File: src/hdl/assert_macros.svh
// Assertion macros shared by the RTL files.
// Depends on nothing; include by bare file name.
`ifndef ASSERT_MACROS_SVH
`define ASSERT_MACROS_SVH

// Implication checked on the next clock edge, disabled during reset.
`define ASSERT_NEXT(label, clk, rst_n, ante, cons) \
  label: assert property (@(posedge clk) disable iff (!rst_n) (ante) |=> (cons)) \
    else $error("assertion failed");

// Same-cycle implication, disabled during reset.
`define ASSERT_SAME(label, clk, rst_n, ante, cons) \
  label: assert property (@(posedge clk) disable iff (!rst_n) (ante) |-> (cons)) \
    else $error("assertion failed");

`endif

File: src/hdl/f32am_pkg.sv
// Package for the single-precision add/multiply pipeline.
// Holds format constants and stage types; depends on nothing.
`timescale 1ns / 1ps

package f32am_pkg;

  localparam int unsigned FracBits = 23;
  localparam int unsigned MantBits = FracBits + 1;
  localparam int unsigned ExpBits  = 8;
  localparam int unsigned ExpW     = 11;
  localparam int unsigned SumW     = 57;
  localparam int unsigned LzcW     = 6;
  localparam logic [ExpBits-1:0] ExpMax = 8'hFF;
  localparam logic signed [ExpW-1:0] ExpBias = 11'sd127;

  typedef enum logic {
    FUNC_ADD = 1'b0,
    FUNC_MUL = 1'b1
  } func_t;

  typedef struct packed {
    logic                   func;
    logic                   sign;
    logic                   special;
    logic [31:0]            spec_val;
    logic signed [ExpW-1:0] exp;
    logic [MantBits-1:0]    m_big;
    logic [MantBits-1:0]    m_small;
    logic [ExpBits-1:0]     shamt;
    logic                   sub;
    logic [2*MantBits-1:0]  prod;
  } s1_t;

  typedef struct packed {
    logic                   sign;
    logic                   special;
    logic [31:0]            spec_val;
    logic signed [ExpW-1:0] exp;
    logic [SumW-1:0]        sum;
  } s2_t;

  typedef struct packed {
    logic                   sign;
    logic                   special;
    logic [31:0]            spec_val;
    logic signed [ExpW-1:0] exp;
    logic [SumW-1:0]        sum;
    logic [LzcW-1:0]        lzc;
    logic                   zero;
  } s3_t;

endpackage

File: src/hdl/float32_add_multiply_top.sv
// Path: an accepted request is registered in s1_r, s2_r and s3_r in turn, then
// in out_result_r, from which it can be taken on out_valid.
// Throughput: one request per cycle; the whole pipe advances whenever the
// output register is empty or being taken, so in_ready follows out_ready.
// Stages: unpack/swap/multiply, align/add, leading-zero count, normalize/pack.
// Reset: synchronous active-low rst_n clears all stage valid bits only.
`timescale 1ns / 1ps
`include "assert_macros.svh"

module float32_add_multiply_top (
  input  logic        clk,
  input  logic        rst_n,
  input  logic        in_valid,
  output logic        in_ready,
  input  logic        in_func,
  input  logic [31:0] in_operand_a,
  input  logic [31:0] in_operand_b,
  output logic        out_valid,
  input  logic        out_ready,
  output logic [31:0] out_result
);

  localparam int unsigned MB = f32am_pkg::MantBits;
  localparam int unsigned FB = f32am_pkg::FracBits;
  localparam int unsigned SW = f32am_pkg::SumW;

  // Stage valid bits and payload registers.
  logic v1_r, v2_r, v3_r, out_valid_r;
  f32am_pkg::s1_t s1_r, s1_nxt;
  f32am_pkg::s2_t s2_r, s2_nxt;
  f32am_pkg::s3_t s3_r, s3_nxt;
  logic [31:0] out_result_r, out_result_nxt;
  logic advance;

  // Advance every stage together when the output register can take a request.
  assign advance   = !out_valid_r || out_ready;
  assign in_ready  = advance;
  assign out_valid = out_valid_r;
  assign out_result = out_result_r;

  // Stage 1: unpack, order addends by magnitude, multiply significands.
  logic                sa, sb;
  logic [7:0]          ea, eb;
  logic [MB-1:0]       ma, mb;
  logic                za, zb, swap;
  logic [31:0]         pass_a, pass_b;

  always_comb begin
    sa = in_operand_a[31];
    sb = in_operand_b[31];
    ea = in_operand_a[30:23];
    eb = in_operand_b[30:23];
    ma = {1'b1, in_operand_a[FB-1:0]};
    mb = {1'b1, in_operand_b[FB-1:0]};
    za = (ea == 8'd0);
    zb = (eb == 8'd0);
    swap = ({eb, mb} > {ea, ma});
    // A lone nonzero addend repacks as itself; top exponent saturates.
    pass_a = (ea == f32am_pkg::ExpMax) ? {sa, f32am_pkg::ExpMax, 23'd0} : in_operand_a;
    pass_b = (eb == f32am_pkg::ExpMax) ? {sb, f32am_pkg::ExpMax, 23'd0} : in_operand_b;

    s1_nxt.func     = in_func;
    s1_nxt.sub      = sa ^ sb;
    s1_nxt.prod     = ma * mb;
    s1_nxt.m_big    = swap ? mb : ma;
    s1_nxt.m_small  = swap ? ma : mb;
    s1_nxt.shamt    = swap ? (eb - ea) : (ea - eb);
    if (in_func == f32am_pkg::FUNC_MUL) begin
      s1_nxt.sign     = sa ^ sb;
      s1_nxt.exp      = $signed({3'b000, ea}) + $signed({3'b000, eb}) - f32am_pkg::ExpBias;
      s1_nxt.special  = za || zb;
      s1_nxt.spec_val = {sa ^ sb, 31'd0};
    end else begin
      s1_nxt.sign     = swap ? sb : sa;
      s1_nxt.exp      = $signed({3'b000, (swap ? eb : ea)});
      s1_nxt.special  = za || zb;
      if (za && zb) begin
        s1_nxt.spec_val = {sa & sb, 31'd0};
      end else if (za) begin
        s1_nxt.spec_val = pass_b;
      end else begin
        s1_nxt.spec_val = pass_a;
      end
    end
  end

  // Stage 2: align the smaller addend, fold lost bits into a borrow, add or subtract; or place the product.
  logic [SW-1:0] big_w, small_w;
  logic [MB-1:0] lost_w;
  logic [7:0]    lsh_w;
  logic          sticky;

  always_comb begin
    big_w   = {1'b0, s1_r.m_big, 32'd0};
    small_w = (s1_r.shamt >= 8'd56) ? '0 : ({1'b0, s1_r.m_small, 32'd0} >> s1_r.shamt);
    lsh_w   = 8'd56 - s1_r.shamt;
    lost_w  = s1_r.m_small << lsh_w[4:0];
    if (s1_r.shamt >= 8'd56) begin
      sticky = 1'b1;
    end else if (s1_r.shamt > 8'd32) begin
      sticky = (lost_w != '0);
    end else begin
      sticky = 1'b0;
    end

    s2_nxt.sign     = s1_r.sign;
    s2_nxt.special  = s1_r.special;
    s2_nxt.spec_val = s1_r.spec_val;
    s2_nxt.exp      = s1_r.exp;
    if (s1_r.func == f32am_pkg::FUNC_MUL) begin
      s2_nxt.sum = {s1_r.prod, 9'd0};
    end else if (s1_r.sub) begin
      s2_nxt.sum = big_w - small_w - {{(SW-1){1'b0}}, sticky};
    end else begin
      s2_nxt.sum = big_w + small_w;
    end
  end

  // Stage 3: count leading zeros of the exact magnitude.
  always_comb begin
    s3_nxt.sign     = s2_r.sign;
    s3_nxt.special  = s2_r.special;
    s3_nxt.spec_val = s2_r.spec_val;
    s3_nxt.exp      = s2_r.exp;
    s3_nxt.sum      = s2_r.sum;
    s3_nxt.zero     = (s2_r.sum == '0);
    s3_nxt.lzc      = '0;
    for (int i = 0; i < SW; i++) begin
      if (s2_r.sum[i]) begin
        s3_nxt.lzc = 6'(SW - 1 - i);
      end
    end
  end

  // Stage 4: normalize, truncate, and pack with saturation and flush.
  logic [SW-1:0]                      norm_w;
  logic signed [f32am_pkg::ExpW-1:0]  exp_w;

  always_comb begin
    norm_w = s3_r.sum << s3_r.lzc;
    exp_w  = s3_r.exp + 11'sd1 - $signed({5'b00000, s3_r.lzc});
    if (s3_r.special) begin
      out_result_nxt = s3_r.spec_val;
    end else if (s3_r.zero) begin
      out_result_nxt = 32'd0;
    end else if (exp_w >= 11'sd255) begin
      out_result_nxt = {s3_r.sign, f32am_pkg::ExpMax, 23'd0};
    end else if (exp_w <= 11'sd0) begin
      out_result_nxt = {s3_r.sign, 31'd0};
    end else begin
      out_result_nxt = {s3_r.sign, exp_w[7:0], norm_w[SW-2 -: FB]};
    end
  end

  // Valid bits: clear on reset, advance with the data.
  always_ff @(posedge clk) begin
    if (!rst_n) begin
      v1_r        <= 1'b0;
      v2_r        <= 1'b0;
      v3_r        <= 1'b0;
      out_valid_r <= 1'b0;
    end else if (advance) begin
      v1_r        <= in_valid;
      v2_r        <= v1_r;
      v3_r        <= v2_r;
      out_valid_r <= v3_r;
    end
  end

  // Payload: hold on stall, no reset needed.
  always_ff @(posedge clk) begin
    if (advance) begin
      s1_r         <= s1_nxt;
      s2_r         <= s2_nxt;
      s3_r         <= s3_nxt;
      out_result_r <= out_result_nxt;
    end
  end

  // A request in stage 1 reaches stage 2 on the next advance.
  `ASSERT_NEXT(a_s1_to_s2, clk, rst_n, v1_r && advance, v2_r)
  // The last stage feeds the output register on advance.
  `ASSERT_NEXT(a_s3_to_out, clk, rst_n, v3_r && advance, out_valid_r)
  // Special-case results pass untouched to the output.
  `ASSERT_NEXT(a_special, clk, rst_n, v3_r && advance && s3_r.special,
               out_result_r == $past(s3_r.spec_val))

endmodule
File: config.mk
export PLATFORM = sky130hd
export DESIGN_NAME = float32_add_multiply_top
export DESIGN_NICKNAME = d
export VERILOG_FILES = /design/src/hdl/f32am_pkg.sv /design/src/hdl/float32_add_multiply_top.sv
export VERILOG_INCLUDE_DIRS = /design/src /design/src/hdl
export SDC_FILE = /design/constraint.sdc
export NUM_CORES = 2
export LEC_CHECK = 0
export BUFFER_PORTS_ARGS = -buffer_cell sky130_fd_sc_hd__buf_2
export CORE_MARGIN = 2
export CORE_UTILIZATION = 60
export CTS_CLUSTER_DIAMETER = 120
export DETAILED_ROUTE_END_ITERATION = 8
export HOLD_SLACK_MARGIN = 0.12
export PLACE_DENSITY = 0.73
export SYNTH_ARGS = -nofsm -noshare
export SYNTH_HDL_FRONTEND = slang
export SYNTH_SLANG_ARGS = --single-unit
File: constraint.sdc
create_clock -name clk -period 32 [get_ports clk]
set_clock_uncertainty 0.15 [all_clocks]
set_input_delay 9.6 -clock clk [delete_from_list [all_inputs] [get_ports clk]]
set_output_delay 9.6 -clock clk [all_outputs]
set_load 0.01 [all_outputs]
==> summary.md <==
| Metric | Value |
|---|---|
| N_diodes | 0 |
| Status | finished, final reports clean |
| Area leader, netlist | edfxtp_1 |
| Asr flop ratio synth | 0% |
| Setup bufs post-CTS | 0 |
| IO Count | 103 |
| Core area | 75570 µm² |
| Most frequent cells after synthesis | 744 x inv_1, 553 x nand2_1, 487 x fa_1 |
| GR Overflow Total | 0 |
| Post_cts resized | 0 |
| Synthesized area | 45530 µm² |
| Gr usage total | 33.03% |
| Worst-Skew Late Latency | 580 ps |
| Synth area leaders | edfxtp_1 26%, fa_1 21%, ha_1 10% |
| Final nets | 5691 |
| Global-route wire length before repair | 198100 µm |
| TritonCTS clock tree | built |
| RSZ-0062 raised after global routing | false |
| Sum Neg Setup Slack | 0 ps |
| Max Cap Violations | 0 |
| Gp weighted congestion | 0.9966 |
| Htree depth | 2 |
| P&R area growth vs syn | 5.333% |
| Crit share post-route | 63.86% |
| EDFF count, synth | 388 |
| Setup CP Type | input port to output pin |
| Most frequent CP cell | buf_2 |
| Critical path cell sequence | buf_2, nand2b_4, buf_2 |
| CTS clk-pin slew, worst paths | 60 ps |
| Max Fclk | 48.94 MHz |
| Slew @ Worst Pin | 1097 ps |
| Clock tree sinks | 392 |
| Gr busiest metal | met2 |
| Die Area | 78110 µm² |
| CP max FO | 73 |
| Yosys warnings | 0 |
| Initial antenna violation count | 2 |
| Most common cell in the netlist | inv_1 |
| Die width | 279.5 µm |
| DRC | 0 |
| Crit. End Element | output pin |
| Drt total wl | 127800 µm |
| Drt pass-1 iters | 8 |
| Syn_nets | 5733 |
| Fillers | 6303 |
| Clock period minus worst slack | 20430 ps |
| Die height | 279.5 µm |
| CP Data Arrival Time | 10680 ps |
| Hold crit path type | flop to flop |
| Final hold violations | 0 |
| Clock Tree Buf Depth | 3 |
| Clk root buf | clkbuf_16 |
| CTS Buf Count | 41 |
| #FFs+latches synth | 392 |
| Startpoint types | input port |
| Slew HR | 26.39% |
| Post-synthesis sequential area ratio | 25.76% |
| PortBufs | 102 |
| Largest net degree at the start of global routing | 179 |
| Vias in the first global route | 35030 |
| Worst path slowest cell | nand2b_4 |
| WHS | 263.2 ps |
| Fin. max-slew vios | 0 |
| Post-DP HPWL | 97270 µm |
| Via density | 6.079 |
| Share of the synthesized area in the top cell type | 25.59% |
| Met3 GRT Util | 5.129% |
| Worst path max stage delay | 730 ps |
| Gate Count Post-Synth | 4809 |
| Share of layout cells above drive strength 1 | 6.860% |
| DR iter-0 viols | 2876 |
| Initial Util | 60.26% |
| Rows | 101 |
| Synth Flop Type | edfxtp_1 |
| Wire per inst | 22.14 µm |
| ANT nets after route | 0 |
| Worst Path Required | 22250 ps |
| Final setup fails | 0 |
| Synth unique cells | 104 |
| Post-cts hold buffer count | 0 |
| GR met1 Demand/Resource | 42.65% |
| Grt met2 use | 54.11% |
| Synthesized area per cell | 9.469 µm² |
| DR vias | 35100 |
-- cell usage in the layout (no fill, tap or decap), types with 30 or more instances in the layout --
master,instances
fa_1,487
nand3_1,41
xnor2_1,92
o21ai_0,186
nor3_1,50
buf_4,48
a31oi_1,30
nand2b_1,31
ha_1,368
a21o_1,64
mux2i_1,110
buf_2,102
mux4_2,40
inv_1,744
mux2_2,34
nand4_1,30
clkbuf_16,41
nand2_1,553
a211oi_1,51
o22ai_1,42
nor2b_1,31
nor2_1,333
edfxtp_1,388
a21oi_1,243
and2_1,186
-- final timing paths --
path | to | cells after the start | slack (ps) | startpoint
worst max register to register | s2_r[55] | 26 | 24530 | s1_r[49]
worst max-delay path | in_ready | 3 | 11570 | out_ready
worst min-delay path | s3_r[65] | 0 | 260 | s2_r[58]
worst min register to register | s3_r[65] | 0 | 260 | s2_r[58]
-- layer usage --
layer  part of all wire, %  vias up  routed length, µm
met5                 0.013        -                 17
met3                   7.3      315               9351
met4                   6.0        2               7712
li1                      -    16070                  -
met2                    47     1408              59710
met1                    40    17300              51040
-- per-stage QoR --
step	std cells	utilization, %	worst slack (ps)	instance area (µm²)
after detailed placement	5702	61.82	11540	46720
final	5774	63.47	11570	47960
after floorplan	4809	-	1852	45530
after CTS	5774	63.47	11540	47960
after global routing	5774	63.47	11470	47960
after global placement	5702	61.82	11540	46720
-- cell families after synthesis --
group,after synthesis,synth area share (%)
AOI/OAI and AO/OA,897,12.88
xor gates and xnor gates,120,2.308
adders and majority gates,855,31.52
buffers and inverters,988,8.254
DFF,392,25.76
muxes,188,5.364
and+or+nand+nor,1369,13.91
-- flip-flops by register name, indices dropped and copies added (netlist names) --
name        count
s1_r          125
s3_r          107
s2_r          101
out_result     32
big_w          23
out_valid       1
v1_r            1
v2_r            1
v3_r            1
-- worst max-delay path, delay by kind of cell --
family                 cells  cell delay, ps
buffers and inverters      2             350
and+or+nand+nor            1             730
-- final cells by class --
cell class / count / area (µm²) / share of cell area [%]
multi-input combinational: 3429 / 30050 / 62.66
sequential: 392 / 11730 / 24.46
inverter: 752 / 2823 / 5.885
tap: 978 / 1224 / 2.551
clock buffer: 48 / 1052 / 2.194
timing repair buffer: 151 / 890.9 / 1.857
clock inverter: 24 / 190.2 / 0.3965
Power is left out: the tool's default activity adds up to more than one toggle a clock period on the data nets, which glitch-free logic cannot reach.
